--- src/hdl/mmdp_pkg.sv ---
`timescale 1ns / 1ps
// ---------------------------------------------------------------------------
// mmdp_pkg
// shared types, constants and helpers of the matrix element dot product engine
// ---------------------------------------------------------------------------
package mmdp_pkg;

  // sizing
  localparam int MAX_DIM    = 16;
  localparam int ELEM_WIDTH = 16;
  localparam int DIM_W      = (MAX_DIM > 1) ? $clog2(MAX_DIM) : 1;
  localparam int CNT_W      = $clog2(MAX_DIM + 1);
  localparam int IDX_W      = (DIM_W > 4) ? DIM_W : 4;
  localparam int DEPTH      = MAX_DIM * MAX_DIM;
  localparam int ADDR_W     = $clog2(DEPTH);
  localparam int ACC_W      = 32;

  // configuration port
  localparam int CFG_IDX_W = 2;
  localparam int CFG_W     = 5;
  localparam logic [CFG_IDX_W-1:0] CFG_NUM_ROWS  = 2'd0;
  localparam logic [CFG_IDX_W-1:0] CFG_INNER_LEN = 2'd1;
  localparam logic [CFG_IDX_W-1:0] CFG_NUM_COLS  = 2'd2;
  localparam logic [CFG_W-1:0]     CFG_RESET_DIM = 5'd4;

  // opcodes
  localparam int OPC_W = 2;
  localparam logic [OPC_W-1:0] OP_LOAD_A  = 2'd0;
  localparam logic [OPC_W-1:0] OP_LOAD_B  = 2'd1;
  localparam logic [OPC_W-1:0] OP_COMPUTE = 2'd2;

  typedef struct packed {
    logic [OPC_W-1:0]   opcode;
    logic [3:0]         row_index;
    logic [3:0]         col_index;
    logic signed [15:0] elem_value;
  } in_item_t;

  typedef struct packed {
    logic [3:0]               out_row;
    logic [3:0]               out_col;
    logic signed [ACC_W-1:0]  dot_value;
    logic                     index_error;
  } out_item_t;

  // controller to datapath
  typedef struct packed {
    logic             wr_a;
    logic             wr_b;
    logic             capture;
    logic             rd_en;
    logic [DIM_W-1:0] rd_idx;
    logic             emit;
  } dp_cmd_t;

  // datapath to controller
  typedef struct packed {
    logic             ld_a_ok;
    logic             ld_b_ok;
    logic             cmp_err;
    logic [CNT_W-1:0] inner_cnt;
  } dp_sts_t;

  // index below both the register and the store size
  function automatic logic idx_ok(input logic [3:0] idx, input logic [CFG_W-1:0] lim);
    return (CFG_W'(idx) < lim) && (int'(idx) < MAX_DIM);
  endfunction

  // size register limited to the store size
  function automatic logic [CNT_W-1:0] clip_dim(input logic [CFG_W-1:0] v);
    return (int'(v) > MAX_DIM) ? CNT_W'(MAX_DIM) : CNT_W'(v);
  endfunction

  // row-major store address
  function automatic logic [ADDR_W-1:0] elem_addr(input logic [IDX_W-1:0] r,
                                                  input logic [IDX_W-1:0] c);
    return ADDR_W'(ADDR_W'(r) * ADDR_W'(MAX_DIM) + ADDR_W'(c));
  endfunction

  // input value reduced or extended to the element width
  function automatic logic [ELEM_WIDTH-1:0] to_elem(input logic signed [15:0] v);
    logic signed [31:0] w;
    w = 32'(v);
    return w[ELEM_WIDTH-1:0];
  endfunction

endpackage

--- src/hdl/mmdp_ctrl.sv ---
`timescale 1ns / 1ps
// ---------------------------------------------------------------------------
// mmdp_ctrl
// controller: decodes beats and sequences the multiply-accumulate loop
// ---------------------------------------------------------------------------
module mmdp_ctrl (
  input  logic                         clk,
  input  logic                         rst_n,
  input  logic                         start,
  input  logic [mmdp_pkg::OPC_W-1:0]   opcode,
  input  mmdp_pkg::dp_sts_t            sts,
  output mmdp_pkg::dp_cmd_t            cmd,
  output logic                         busy
);
  import mmdp_pkg::*;

  localparam logic [2:0] S_IDLE   = 3'd0;
  localparam logic [2:0] S_ISSUE  = 3'd1;
  localparam logic [2:0] S_DRAIN1 = 3'd2;
  localparam logic [2:0] S_DRAIN2 = 3'd3;
  localparam logic [2:0] S_FINISH = 3'd4;

  logic [2:0]       state_r, state_nxt;
  logic [DIM_W-1:0] idx_r, idx_nxt;
  logic             accept;
  logic             last_idx;

  assign accept   = start && (state_r == S_IDLE);
  assign last_idx = (CNT_W'(idx_r) + CNT_W'(1)) == sts.inner_cnt;

  // next state and commands
  always_comb begin
    state_nxt   = state_r;
    idx_nxt     = idx_r;
    cmd         = '0;
    cmd.rd_idx  = idx_r;
    case (state_r)
      S_IDLE: begin
        if (accept) begin
          case (opcode)
            OP_LOAD_A: cmd.wr_a = sts.ld_a_ok;
            OP_LOAD_B: cmd.wr_b = sts.ld_b_ok;
            OP_COMPUTE: begin
              cmd.capture = 1'b1;
              idx_nxt     = '0;
              if (sts.cmp_err || (sts.inner_cnt == '0)) begin
                state_nxt = S_FINISH;
              end else begin
                state_nxt = S_ISSUE;
              end
            end
            default: ;
          endcase
        end
      end
      S_ISSUE: begin
        cmd.rd_en = 1'b1;
        if (last_idx) begin
          state_nxt = S_DRAIN1;
        end else begin
          idx_nxt = idx_r + DIM_W'(1);
        end
      end
      S_DRAIN1: state_nxt = S_DRAIN2;
      S_DRAIN2: state_nxt = S_FINISH;
      S_FINISH: begin
        cmd.emit  = 1'b1;
        state_nxt = S_IDLE;
      end
      default: state_nxt = S_IDLE;
    endcase
  end

  always_ff @(posedge clk) begin
    if (!rst_n) begin
      state_r <= S_IDLE;
      idx_r   <= '0;
    end else begin
      state_r <= state_nxt;
      idx_r   <= idx_nxt;
    end
  end

  assign busy = (state_r != S_IDLE);

  // a compute request always occupies the engine on the next cycle
  a_compute_busy: assert property (@(posedge clk) disable iff (!rst_n)
    (accept && (opcode == OP_COMPUTE)) |=> busy)
    else $error("compute request did not start the sequence");

  // loads and the unused opcode complete in the cycle they are taken
  a_load_free: assert property (@(posedge clk) disable iff (!rst_n)
    (accept && (opcode != OP_COMPUTE)) |=> !busy)
    else $error("load or unused opcode left the engine busy");

  // the read index stays inside the inner length
  a_idx_range: assert property (@(posedge clk) disable iff (!rst_n)
    (state_r == S_ISSUE) |-> (CNT_W'(idx_r) < sts.inner_cnt))
    else $error("read index beyond inner length");

  // one result per request: emit is followed by idle
  a_emit_once: assert property (@(posedge clk) disable iff (!rst_n)
    cmd.emit |=> (!cmd.emit && !busy))
    else $error("result emitted twice or engine stayed busy");

endmodule

--- config.mk ---
export PLATFORM = sky130hd
export DESIGN_NAME = mmdp_ctrl
export DESIGN_NICKNAME = d
export VERILOG_FILES = /design/src/hdl/mmdp_pkg.sv /design/src/hdl/mmdp_ctrl.sv
export SDC_FILE = /design/constraint.sdc
export NUM_CORES = 1
export LEC_CHECK = 0
export BUFFER_PORTS_ARGS = -buffer_cell sky130_fd_sc_hd__buf_2
export CELL_PAD_IN_SITES_DETAIL_PLACEMENT = 0
export CELL_PAD_IN_SITES_GLOBAL_PLACEMENT = 1
export CORE_UTILIZATION = 35
export CTS_BUF_LIST = sky130_fd_sc_hd__clkbuf_2
export DETAILED_ROUTE_END_ITERATION = 7
export GPL_ROUTABILITY_DRIVEN = 1
export PLACE_DENSITY = 0.83
export SYNTH_ARGS = -nofsm -noshare
export SYNTH_HDL_FRONTEND = slang
export SYNTH_SLANG_ARGS = --single-unit
--- constraint.sdc ---
create_clock -name clk -period 3.5 [get_ports clk]
set_input_delay 0.525 -clock clk [delete_from_list [all_inputs] [get_ports clk]]
set_output_delay 0.525 -clock clk [all_outputs]
set_load 0.005 [all_outputs]
Yosys cells after proc, flatten, opt, wreduce, memory -nomap -nowiden
Index checks and enable logic that the tools add are counted.
{"block": "word_totals", "reg_bits": 7, "in_bits": 13, "out_inout_bits": 10, "elab_cells": 40}
{"block": "classes", "n_addsub": 2, "eq_ne": 11, "mux": 16, "n_reduce_logical": 9}
{"op": "$mux W3", "count": 6}
{"op": "$mux W4", "count": 3}
{"op": "$pmux W3 S4", "count": 1}
{"op": "$pmux W4 S2", "count": 1}
{"op": "$eq A3 B2 Y1 const B", "count": 2}
{"op": "$ne A2 B2 Y1 const B", "count": 3}
{"op": "$add A4 B1 Y5 const B", "count": 1}
{"op": "$eq A5 B5 Y1", "count": 1}
{"op": "$logic_not A5 Y1", "count": 1}
{"op": "$mux W1", "count": 5}
{"op": "$add A4 B1 Y4 const B", "count": 1}
{"op": "$reduce_and A4 Y1", "count": 1}
{"op": "$eq A3 B1 Y1 const B", "count": 1}
{"op": "$eq A3 B3 Y1 const B", "count": 1}
{"op": "$logic_not A3 Y1", "count": 1}
{"op": "$reduce_and A3 Y1", "count": 1}
{"op": "$reduce_bool A3 Y1", "count": 1}
{"op": "$eq A2 B1 Y1 const B", "count": 1}
{"op": "$eq A2 B2 Y1 const B", "count": 1}
{"op": "$logic_not A2 Y1", "count": 1}
{"op": "$ne A2 B1 Y1 const B", "count": 1}
{"op": "$reduce_bool A2 Y1", "count": 1}
{"op": "$logic_and A1 B1 Y1", "count": 1}
{"op": "$logic_or A1 B1 Y1", "count": 1}

Longest topological paths before layout
Gate-level depths: netlist of run 1.
{"block": "depth", "depth_word": 6, "ltp_mapped": 6, "depth_no_buf": 6}

Least setup slack after synthesis of run 1
OpenSTA, ideal clock, no wires.
{"block": "synth_timing", "path_kind": "flip-flop to flip-flop", "from": "register idx_r[0]", "to": "register idx_r[0]", "setup_ns": 0.124, "arrival_ns": 1.652, "required_time_ns": 3.376, "setup_slack_ns": 1.724, "stages_incl_launch_ff": 7, "n_path_buf": 0, "period_less_slack_ns": 1.776, "cell_sequence": "dfxtp_1 ha_1 and4b_1 a22oi_2 a2111oi_4 nor2_1 mux2i_1"}
{"block": "synth_via", "elab_chain_len": 4, "elab_cells_between_ends": 7, "classes_between": "2 x add/sub; 2 x eq/ne; 2 x mux; 1 x reduce/logical"}
{"item": "from (decl)", "line": "mmdp_ctrl.sv:24", "text": "logic [DIM_W-1:0] idx_r, idx_nxt;"}
{"item": "from (signal assigned)", "line": "mmdp_ctrl.sv:80", "text": "idx_r <= idx_nxt;"}
{"item": "$add A4 B1 Y5", "line": "mmdp_ctrl.sv:29", "text": "assign last_idx = (CNT_W'(idx_r) + CNT_W'(1)) == sts.inner_cnt;"}
{"item": "$eq A5 B5 Y1", "line": "mmdp_ctrl.sv:29"}
{"item": "$ne A2 B2 Y1 (no line)"}
{"item": "$reduce_and A4 Y1 (no line)"}
Parallel ways exist; a longest one is shown, timed or not. The select of a mux whose other input is x is not followed.
A chain may end at the register's enable or synchronous reset.

Worst setup path after layout of run 1
{"block": "layout_timing", "from": "register idx_r[0]", "to": "register idx_r[1]"}
Same word-level chain as after synthesis.

==> results of run 1 <==
flip-flops by register name, summed over array words and instances (netlist names):
register and cells:
idx_r 4, state_r 3
layer usage:
layer	vias up	share of wire, %	track usage, %
met3	4	5.9	4.89
met4	0	1.6	10.0
li1	293	-	-
met2	14	49	26.6
met5	-	0	0
met1	275	44	19.9
worst paths after layout:
check        startpoint        to  slack [ns]
max reg2reg    idx_r[0]  idx_r[1]        1.57
min            idx_r[1]  idx_r[1]        0.51
min reg2reg    idx_r[1]  idx_r[1]        0.51
max            idx_r[0]  idx_r[1]        1.57
kinds of logic after synthesis:
logic type | after synthesis | synth area share [%]
and+or+nand+nor | 38 | 38.0
xor gates and xnor gates | 5 | 8.22
adders and majority gates | 1 | 2.35
muxes | 2 | 3.76
DFF | 7 | 26.3
buffers and inverters | 3 | 2.11
AOI/OAI and AO/OA | 12 | 19.3
critical path, stage by stage, from the launching register on:
cell,delay [ns]
dfxtp_1,0.42
ha_1,0.29
and4b_1,0.24
a22oi_2,0.10
a2111oi_4,0.49
nor2_1,0.14
mux2i_1,0.14
power groups by stage:
stage	registers, W	logic [W]	clock network, W
2_1_floorplan	0.0000850	0.0000206	0
3_3_place_gp	0.0000852	0.0000363	0
3_5_place_dp	0.0000853	0.0000363	0
4_1_cts	0.0000834	0.0000365	0.0000650
5_1_grt	0.0000840	0.0000406	0.0000689
6_report	0.0000834	0.0000360	0.0000631
cells in the mapped netlist:
| cell type | n | area, um2 |
|---|---|---|
| and4b_1 | 1 | 10.0 |
| mux2i_1 | 2 | 20.0 |
| a21oi_1 | 5 | 25.0 |
| or4_1 | 1 | 7.51 |
| ha_1 | 1 | 12.5 |
| o22ai_1 | 1 | 6.26 |
| xor2_1 | 2 | 17.5 |
| nand3_1 | 2 | 10.0 |
| nand2_1 | 7 | 26.3 |
| and3_1 | 1 | 6.26 |
| o21ai_2 | 1 | 8.76 |
| a2111oi_4 | 1 | 27.5 |
| nand3b_1 | 2 | 15.0 |
| nor2b_1 | 5 | 31.3 |
| o21bai_1 | 1 | 7.51 |
| nand4b_1 | 1 | 8.76 |
| inv_1 | 3 | 11.3 |
| xnor2_1 | 3 | 26.3 |
| nor3_1 | 6 | 30.0 |
| dfxtp_1 | 7 | 140 |
| nand2b_1 | 2 | 12.5 |
| a22oi_2 | 1 | 12.5 |
| nor2_1 | 8 | 30.0 |
| a211o_1 | 1 | 8.76 |
| a31oi_1 | 1 | 6.26 |
| nor3b_1 | 2 | 15.0 |
per-stage QoR:
step	total power (W)	util, %	hold WS, ns	setup WS, ns
after floorplan	0.000106	-	0.462	1.72
after global placement	0.000122	48.4	0.481	1.61
after detailed placement	0.000122	48.4	0.493	1.56
after CTS	0.000185	49.9	0.514	1.55
after global routing	0.000194	49.9	0.540	1.41
final	0.000182	49.9	0.510	1.57
layout make-up:
type,instances,share of cell area (%)
clock buffers,4,2.94
flip-flops and latches,7,20.6
well taps,15,2.75
multi-input cells,58,56.0
repair buffers,22,16.1
inverters,3,1.65
==> impl_metrics.tcl, run 1 <==
set metrics [dict create \
    ir_drop_uv 118 \
    power_density_nw_per_um2 268 \
    setup_viol 0 \
    fin_crit_sh_pct 55.0 \
    worstPathMaxFanout 7 \
    min_period_ns 1.93 \
    area.sequential_um2 140 \
    dp.cells 105 \
    drt-vias-per-instance 5.38 \
    hp-class "reg2reg" \
    syn_avg_cell_area_um2 7.84 \
    antennaDiodeCount 0 \
    grt_max_degree 9 \
    drc 0 \
    multi_input_area_um2 382 \
    placed_area_um2 662 \
    grt_pass1_vias 459 \
    drtIter0Drc 5 \
    switchingPower_w 0.0000539 \
    worstSkewPairLatency_ns 0.24 \
    cts_inserted_buffers 3 \
    synth-seq-cells 7 \
    die_area_um2 1680 \
    final_common_cell "buf_2" \
    antenna_found_initial 0 \
    netlist_instances 68 \
    overflow 0 \
    worst_pin_slew_ns 0.422 \
    arrival_ns 2.04 \
    syn_nets 82 \
    avgRoutedWirePerCell_um 11.2 \
    ctsResizeCount 0 \
    clkSinkCount 7 \
    skew_ns 0.0139 \
    maxSlewViolCount 0 \
    clock_path_buffers 2 \
    dr.pass1.iters 4 \
    finalHoldViolCount 0 \
    gp_congestion 0.670 \
    rsz0062_at_grt "false" \
    htreeDepth 1 \
    internal_power_w 0.000129 \
    fin_nets 109 \
    ys_types 26 \
    via_count 586 \
    die_h_um 41.0 \
    fp.dieW_um 41.0 \
    r2r_cells 6 \
    hpwl_um 1010 \
    hold_depth 2 \
    coreArea_um2 1370 \
    combPwrFrac_pct 19.7 \
    crit_required_ns 3.62 \
    fillers 142 \
    gr-usage-all-layers_pct 16.9 \
    holdBufCountCts 0 \
    max_freq_ghz 0.519 \
    yosys_warnings 0 \
    critPathKind "reg2reg" \
    cts_tree "built" \
    seq_area_frac_synth_pct 26.3 \
    cap_violations 0 \
    final_area_um2 682 \
    setup_tns_ns 0 \
    start_kind "register" \
    power_frac_clock_pct 34.6 \
    pwr-share-seq_pct 45.7 \
    ios 23 \
    rows 13 \
    root_buffer "clkbuf_2" \
    ant_nets 0 \
    grt_pass1_wl_um 1790 \
    drive_above_1_share_pct 30.9 \
    start_util_pct 39.0 \
    relSlewSlack_pct 71.8 \
    outcome "complete, no violations" \
    routed_wl_um 1220 \
    sw_frac_of_total_pct 29.6 \
    instances_no_fill 109 \
    clkTransAtPathRegs_ns 0.07 \
    cts_setup_buffers 0 \
    leakage_nw 0.322 \
    area_growth_pct 27.9 \
    syn_area_um2 533 \
    endpoint_kind "register" \
    final_cell_mix "buf_2 (22), nor2_1 (8), nand2_1 (7), dfxtp_1 (7), nor3_1 (6)" \
    io_buffer_count 22 \
]
No activity file was read; power rests on OpenSTA's default activity.
==> run 2, diff against run 1 <==
--- a/config.mk
+++ b/config.mk
@@ -8,11 +8,11 @@
 export BUFFER_PORTS_ARGS = -buffer_cell sky130_fd_sc_hd__buf_2
 export CELL_PAD_IN_SITES_DETAIL_PLACEMENT = 0
 export CELL_PAD_IN_SITES_GLOBAL_PLACEMENT = 1
-export CORE_UTILIZATION = 35
+export CORE_UTILIZATION = 30
 export CTS_BUF_LIST = sky130_fd_sc_hd__clkbuf_2
 export DETAILED_ROUTE_END_ITERATION = 7
 export GPL_ROUTABILITY_DRIVEN = 1
-export PLACE_DENSITY = 0.83
+export PLACE_DENSITY = 0.76
 export SYNTH_ARGS = -nofsm -noshare
 export SYNTH_HDL_FRONTEND = slang
 export SYNTH_SLANG_ARGS = --single-unit
==> constraint.sdc (replaced) <==
create_clock -name clk -period 1.6 [get_ports clk]
set_input_delay 0.24 -clock clk [delete_from_list [all_inputs] [get_ports clk]]
set_output_delay 0.24 -clock clk [all_outputs]
set_load 0.005 [all_outputs]
==> run 2 against run 1 <==
The run now ends with negative setup slack left. Largest cell class unchanged. Cell area is 14% higher. Count of clock-buffer cells in the layout stayed put. Die area is 16% higher. Clock skew decreased by 0.011 ns.
==> impl_metrics.tcl, run 2 (synthesis gave the netlist of run 1 again) <==
set metrics [dict create \
    antennaDiodeCount 0 \
    critPathLaunch "idx_r[0]" \
    setup_viol 4 \
    endpoint_kind "register" \
    start_kind "register" \
    max_freq_ghz 0.576 \
    cts_tree "built" \
    finalHoldViolCount 0 \
    avgRoutedWirePerCell_um 11.2 \
    r2r_cells 7 \
    gp_congestion 0.813 \
    arrival_ns 1.90 \
    setup_ws_ns -0.136 \
    instances_no_fill 117 \
    ant_nets 0 \
    crit_required_ns 1.77 \
    cts_inserted_buffers 3 \
    htreeDepth 1 \
    final_area_um2 778 \
    worstPathMaxFanout 7 \
    min_from "rst_n" \
    pwr-share-seq_pct 44.7 \
    start_util_pct 33.8 \
    area_growth_pct 46.0 \
    leakage_nw 0.368 \
    sw_frac_of_total_pct 29.5 \
    min_period_ns 1.74 \
    fin_crit_sh_pct 108 \
    drive_above_1_share_pct 43.6 \
    internal_power_w 0.000288 \
    dp.cells 110 \
    combPwrFrac_pct 22.0 \
    hold_depth 3 \
    hold_end "idx_r[1]" \
    largest_reg_flops 4 \
    worst_pin_slew_ns 0.256 \
    skew_ns 0.00341 \
    io_buffer_count 22 \
    rows 14 \
    worstSkewPairLatency_ns 0.23 \
    violations "negative setup slack" \
    dr.pass1.iters 6 \
    fillers 151 \
    fp.dieW_um 44.2 \
    antenna_found_initial 0 \
    coreArea_um2 1580 \
    power_frac_clock_pct 33.3 \
    setup_tns_ns -0.426 \
    switchingPower_w 0.000120 \
    grt_pass1_vias 495 \
    die_h_um 44.2 \
    ir_drop_uv 328 \
    placed_area_um2 713 \
    hpwl_um 964 \
    grt_pass1_wl_um 2040 \
    relSlewSlack_pct 82.8 \
    clkTransAtPathRegs_ns 0.08 \
    routed_wl_um 1310 \
    ios 23 \
    final_core_util_pct 49.4 \
    final_cell_mix "buf_2 (22), nand2_1 (7), buf_4 (7)" \
    finalHoldWorstSlack_ns 0.293 \
    maxSlewViolCount 0 \
    reg2reg_slack_ns -0.14 \
    r2r_end "idx_r[3]" \
    final_common_cell "buf_2" \
    fin_nets 116 \
    regMostFlops "idx_r" \
    hp-class "in2reg" \
    grt_max_degree 9 \
    r2r_start "idx_r[0]" \
    die_area_um2 1950 \
    overflow 0 \
    clkSinkCount 7 \
    outcome "complete, but fails checks" \
    drc 0 \
    critPathKind "reg2reg" \
    rsz0062_at_grt "true" \
    root_buffer "clkbuf_2" \
    clock_path_buffers 2 \
    drtIter0Drc 24 \
    power_density_nw_per_um2 524 \
    drt-vias-per-instance 5.22 \
    gr-usage-all-layers_pct 14.0 \
    cap_violations 0 \
    largestRegisters "idx_r (4), state_r (3)" \
    via_count 611 \
]
[run 2: changes by cell type in the layout (fill, tap and decap cells not counted), sizes merged]
cell  previous run  this run
buf             22        29
[run 2: worst max-delay path by stage]
stage,end,depth (start not counted)
6_report,idx_r[3],7
4_1_cts,idx_r[1],6
3_5_place_dp,idx_r[1],6
3_3_place_gp,idx_r[1],6
5_1_grt,idx_r[3],7
2_1_floorplan,idx_r[0],6
[run 2: per-layer routing]
metal  share of wire, %  global-route usage [%]  routed length, um  up-vias
li1                   -                       -                  -      309
met1                 48                    18.5                633      272
met2                 44                    21.8                580       26
met3                5.0                    1.22                 66        4
met4                2.4                    9.09                 31        0
met5                  0                       0                  0        -
[run 2: power groups by stage]
stage | sequential, W | clock [W] | combinational, W
final | 0.000183 | 0.000136 | 0.0000896
after CTS | 0.000182 | 0.000136 | 0.0000837
after global placement | 0.000186 | 0 | 0.0000829
after detailed placement | 0.000186 | 0 | 0.0000828
after floorplan | 0.000187 | 0 | 0.0000456
after global routing | 0.000183 | 0.000149 | 0.0000988
[run 2: repair_timing]
| action | 4_1_cts | 5_1_grt |
|---|---|---|
| setup endpoints to repair | 6 | 9 |
| pin swaps | 0 | 2 |
| buffers inserted | 0 | 3 |
| hold buffers | 0 | 0 |
| resized for setup | 0 | 5 |
| cloned | 0 | 0 |
[run 2: final cells by class]
cell class	count	area, um2	share of cell area (%)
tap	16	20.0	2.57
timing repair buffer	29	163	20.9
multi-input combinational	58	422	54.2
inverter	3	11.3	1.45
clock buffer	4	20.0	2.57
sequential	7	143	18.3
[run 2: critical path, stage by stage (launching register included)]
cell and delay [ns]:
dfxtp_2 0.34, ha_4 0.17, and4b_1 0.18, a22oi_2 0.21
a2111oi_4 0.10, buf_4 0.16, or4_1 0.39, a31oi_1 0.13
[run 2: through the flow]
step | total power (W) | setup WS, ns
2_1_floorplan | 0.000232 | 0.00578
3_3_place_gp | 0.000269 | -0.0221
3_5_place_dp | 0.000269 | -0.0787
4_1_cts | 0.000402 | -0.0942
5_1_grt | 0.000431 | -0.206
6_report | 0.000408 | -0.136
==> run 3, diff against run 2 <==
--- a/config.mk
+++ b/config.mk
@@ -5,10 +5,11 @@
 export SDC_FILE = /design/constraint.sdc
 export NUM_CORES = 1
 export LEC_CHECK = 0
+export ABC_AREA = 1
 export BUFFER_PORTS_ARGS = -buffer_cell sky130_fd_sc_hd__buf_2
 export CELL_PAD_IN_SITES_DETAIL_PLACEMENT = 0
 export CELL_PAD_IN_SITES_GLOBAL_PLACEMENT = 1
-export CORE_UTILIZATION = 30
+export CORE_UTILIZATION = 29
 export CTS_BUF_LIST = sky130_fd_sc_hd__clkbuf_2
 export DETAILED_ROUTE_END_ITERATION = 7
 export GPL_ROUTABILITY_DRIVEN = 1
==> run 3 against run 2 <==
The flow now finishes without violations. Global-route usage up 0.83 points. Worst setup slack gained 0.17 ns. Fmax grew 11%. Clock skew up 0.0010 ns. Hold slack worse by 0.041 ns. Via count grew 11%. Area after synthesis increased by 7.7%. Critical path depth is 1 lower. Clock power rose by 5%. Cell area grew 7.7%. Count of clock-buffer cells in the layout stayed put. Die area grew 11%. Critical endpoint is now cmd[8].
==> impl_metrics.tcl, run 3 <==
set metrics [dict create \
    drc 0 \
    finalHoldWorstSlack_ns 0.253 \
    fp.dieW_um 46.5 \
    finalPower_w 0.000688 \
    worst_pin_slew_ns 0.316 \
    grt_max_degree 8 \
    synthTopCellsByCount "nand2_1 (26), inv_1 (16), nor2_1 (12)" \
    largest_reg_flops 4 \
    die_area_um2 2160 \
    synth_edf_count 0 \
    io_buffer_count 22 \
    arrival_ns 1.32 \
    dp.cells 144 \
    critPathKind "reg2out" \
    combPwrFrac_pct 46.5 \
    max_freq_ghz 0.640 \
    finalHoldViolCount 0 \
    dr.pass1.iters 3 \
    hpwl_um 1090 \
    relSlewSlack_pct 78.9 \
    synth_largest_area_cell "dfxtp_1" \
    synth_top_area_share_pct 24.4 \
    routed_wl_um 1460 \
    leakage_nw 0.442 \
    instances_no_fill 154 \
    fin_nets 144 \
    outcome "complete, no violations" \
    start_util_pct 32.2 \
    power_frac_clock_pct 20.8 \
    antennaDiodeCount 0 \
    rsz0062_at_grt "true" \
    cts_tree "built" \
    clkTransAtPathRegs_ns 0.08 \
    synth-seq-cells 7 \
    ir_drop_uv 425 \
    die_h_um 46.5 \
    switchingPower_w 0.000274 \
    drt-vias-per-instance 4.39 \
    holdBufCountCts 0 \
    ys.flop_type "dfxtp_1" \
    clock_path_buffers 2 \
    hp-class "in2reg" \
    final_common_cell "nand2_1" \
    clkSinkCount 7 \
    pwr-share-seq_pct 32.7 \
    drive_above_1_share_pct 45.0 \
    fin_crit_sh_pct 97.7 \
    grt_pass1_vias 554 \
    syn_avg_cell_area_um2 6.05 \
    root_buffer "clkbuf_2" \
    ios 23 \
    min_period_ns 1.56 \
    syn_area_um2 574 \
    pre_cts_slack_ns 0.0479 \
    area_growth_pct 46.0 \
    yosys-top-cells-area "dfxtp_1 (24%), nand2_1 (17%), inv_1 (10%), nor2_1 (7.8%), nand3_1 (6.1%)" \
    crit_required_ns 1.36 \
    avgRoutedWirePerCell_um 9.45 \
    ant_nets 0 \
    maxSlewViolCount 0 \
    start_kind "register" \
    cap_violations 0 \
    via_count 676 \
    largestRegisters "idx_r (4), state_r (3)" \
    coreArea_um2 1780 \
    endpoint_kind "primary output" \
    async_reset_ff_share_pct 0 \
    ys_types 24 \
    rows 15 \
    setup_viol 0 \
    cts_inserted_buffers 3 \
    gr-usage-all-layers_pct 14.8 \
    syn_nets 109 \
    overflow 0 \
    seq_area_frac_synth_pct 24.4 \
    fillers 194 \
    drtIter0Drc 9 \
    gp_congestion 0.757 \
    worstSkewPairLatency_ns 0.25 \
    grt_pass1_wl_um 2190 \
    antenna_found_initial 0 \
    worstPathMaxFanout 5 \
    final_cell_mix "nand2_1 (26), buf_2 (22), inv_1 (16)" \
    power_density_nw_per_um2 821 \
    skew_ns 0.00442 \
    reg2reg_slack_ns 0.14 \
    internal_power_w 0.000415 \
    htreeDepth 1 \
    netlist_instances 95 \
    yosys.cell_count.top_type "nand2_1" \
    setup_ws_ns 0.0373 \
    sw_frac_of_total_pct 39.8 \
    yosys_warnings 0 \
    regMostFlops "idx_r" \
]
## run 3: changes by cell type after synthesis, moves of 4 or more
cell / before / now
inv_2: 0 / 4
nor2_2: 0 / 4
nand3_1: 2 / 7
nand2_1: 7 / 26
nor3_1: 6 / 1
nor2b_1: 5 / 0
inv_1: 3 / 16
nor2_1: 8 / 12
a21oi_1: 5 / 1
## run 3: worst paths after layout
check,from,to,depth (start not counted)
setup / recovery,state_r[2],cmd[8],6
hold / removal,rst_n,idx_r[0],3
setup reg to reg,idx_r[0],idx_r[3],11
hold reg to reg,idx_r[3],idx_r[3],2
## run 3: area by class of cell
| cell class | count | area, um2 | area share, % |
|---|---|---|---|
| Clock buffer | 4 | 20.0 | 2.39 |
| Multi-Input combinational cell | 68 | 392 | 46.7 |
| Inverter | 20 | 75.1 | 8.96 |
| Sequential cell | 7 | 150 | 17.9 |
| Timing Repair Buffer | 30 | 170 | 20.3 |
| Tap cell | 25 | 31.3 | 3.73 |
## run 3: cells by family after synthesis
kind of cell	Yosys count	share of synthesized area (%)
flops	7	24.4
xor+xnor	1	1.53
simple gates	61	53.6
buf+inv	20	13.1
fa+ha+maj	1	2.18
compound gates	5	5.23
## run 3: timing repair
action	4_1_cts	5_1_grt
pin swaps	1	2
endpoints found under the hold margin	0	0
gates cloned	0	0
endpoints found under the setup margin	1	9
setup buffers	1	5
gates resized for setup	0	12
## run 3: metrics by stage
step                util [%]  instance area (um2)  TNS (ns)
floorplan                  -                  574         0
global placement        41.0                  731         0
detailed placement      41.0                  731         0
CTS                     42.5                  758         0
global route            47.0                  838   -0.0913
finish                  47.0                  838         0
## run 3: worst max-delay path, cell delays in order, from the launching register on
cell and delay (ns):
dfxtp_4 0.36, nor3_4 0.20, inv_2 0.08, nor2_1 0.08
inv_1 0.05, nor4_1 0.15, buf_2 0.15
## run 3: power by group through the flow
stage	registers, W	logic, W	clock network [W]
final	0.000225	0.000320	0.000143
after global routing	0.000229	0.000360	0.000161
after CTS	0.000221	0.000270	0.000144
after detailed placement	0.000225	0.000258	0
after global placement	0.000225	0.000258	0
after floorplan	0.000228	0.000169	0
## run 3: routing by layer
metal | vias up | wire length, um | GRT usage [%]
met5 | - | 0 | 0
met4 | 0 | 25 | 8.82
met3 | 4 | 62 | 3.53
met2 | 14 | 718 | 24.4
met1 | 294 | 649 | 17.1
li1 | 364 | - | -
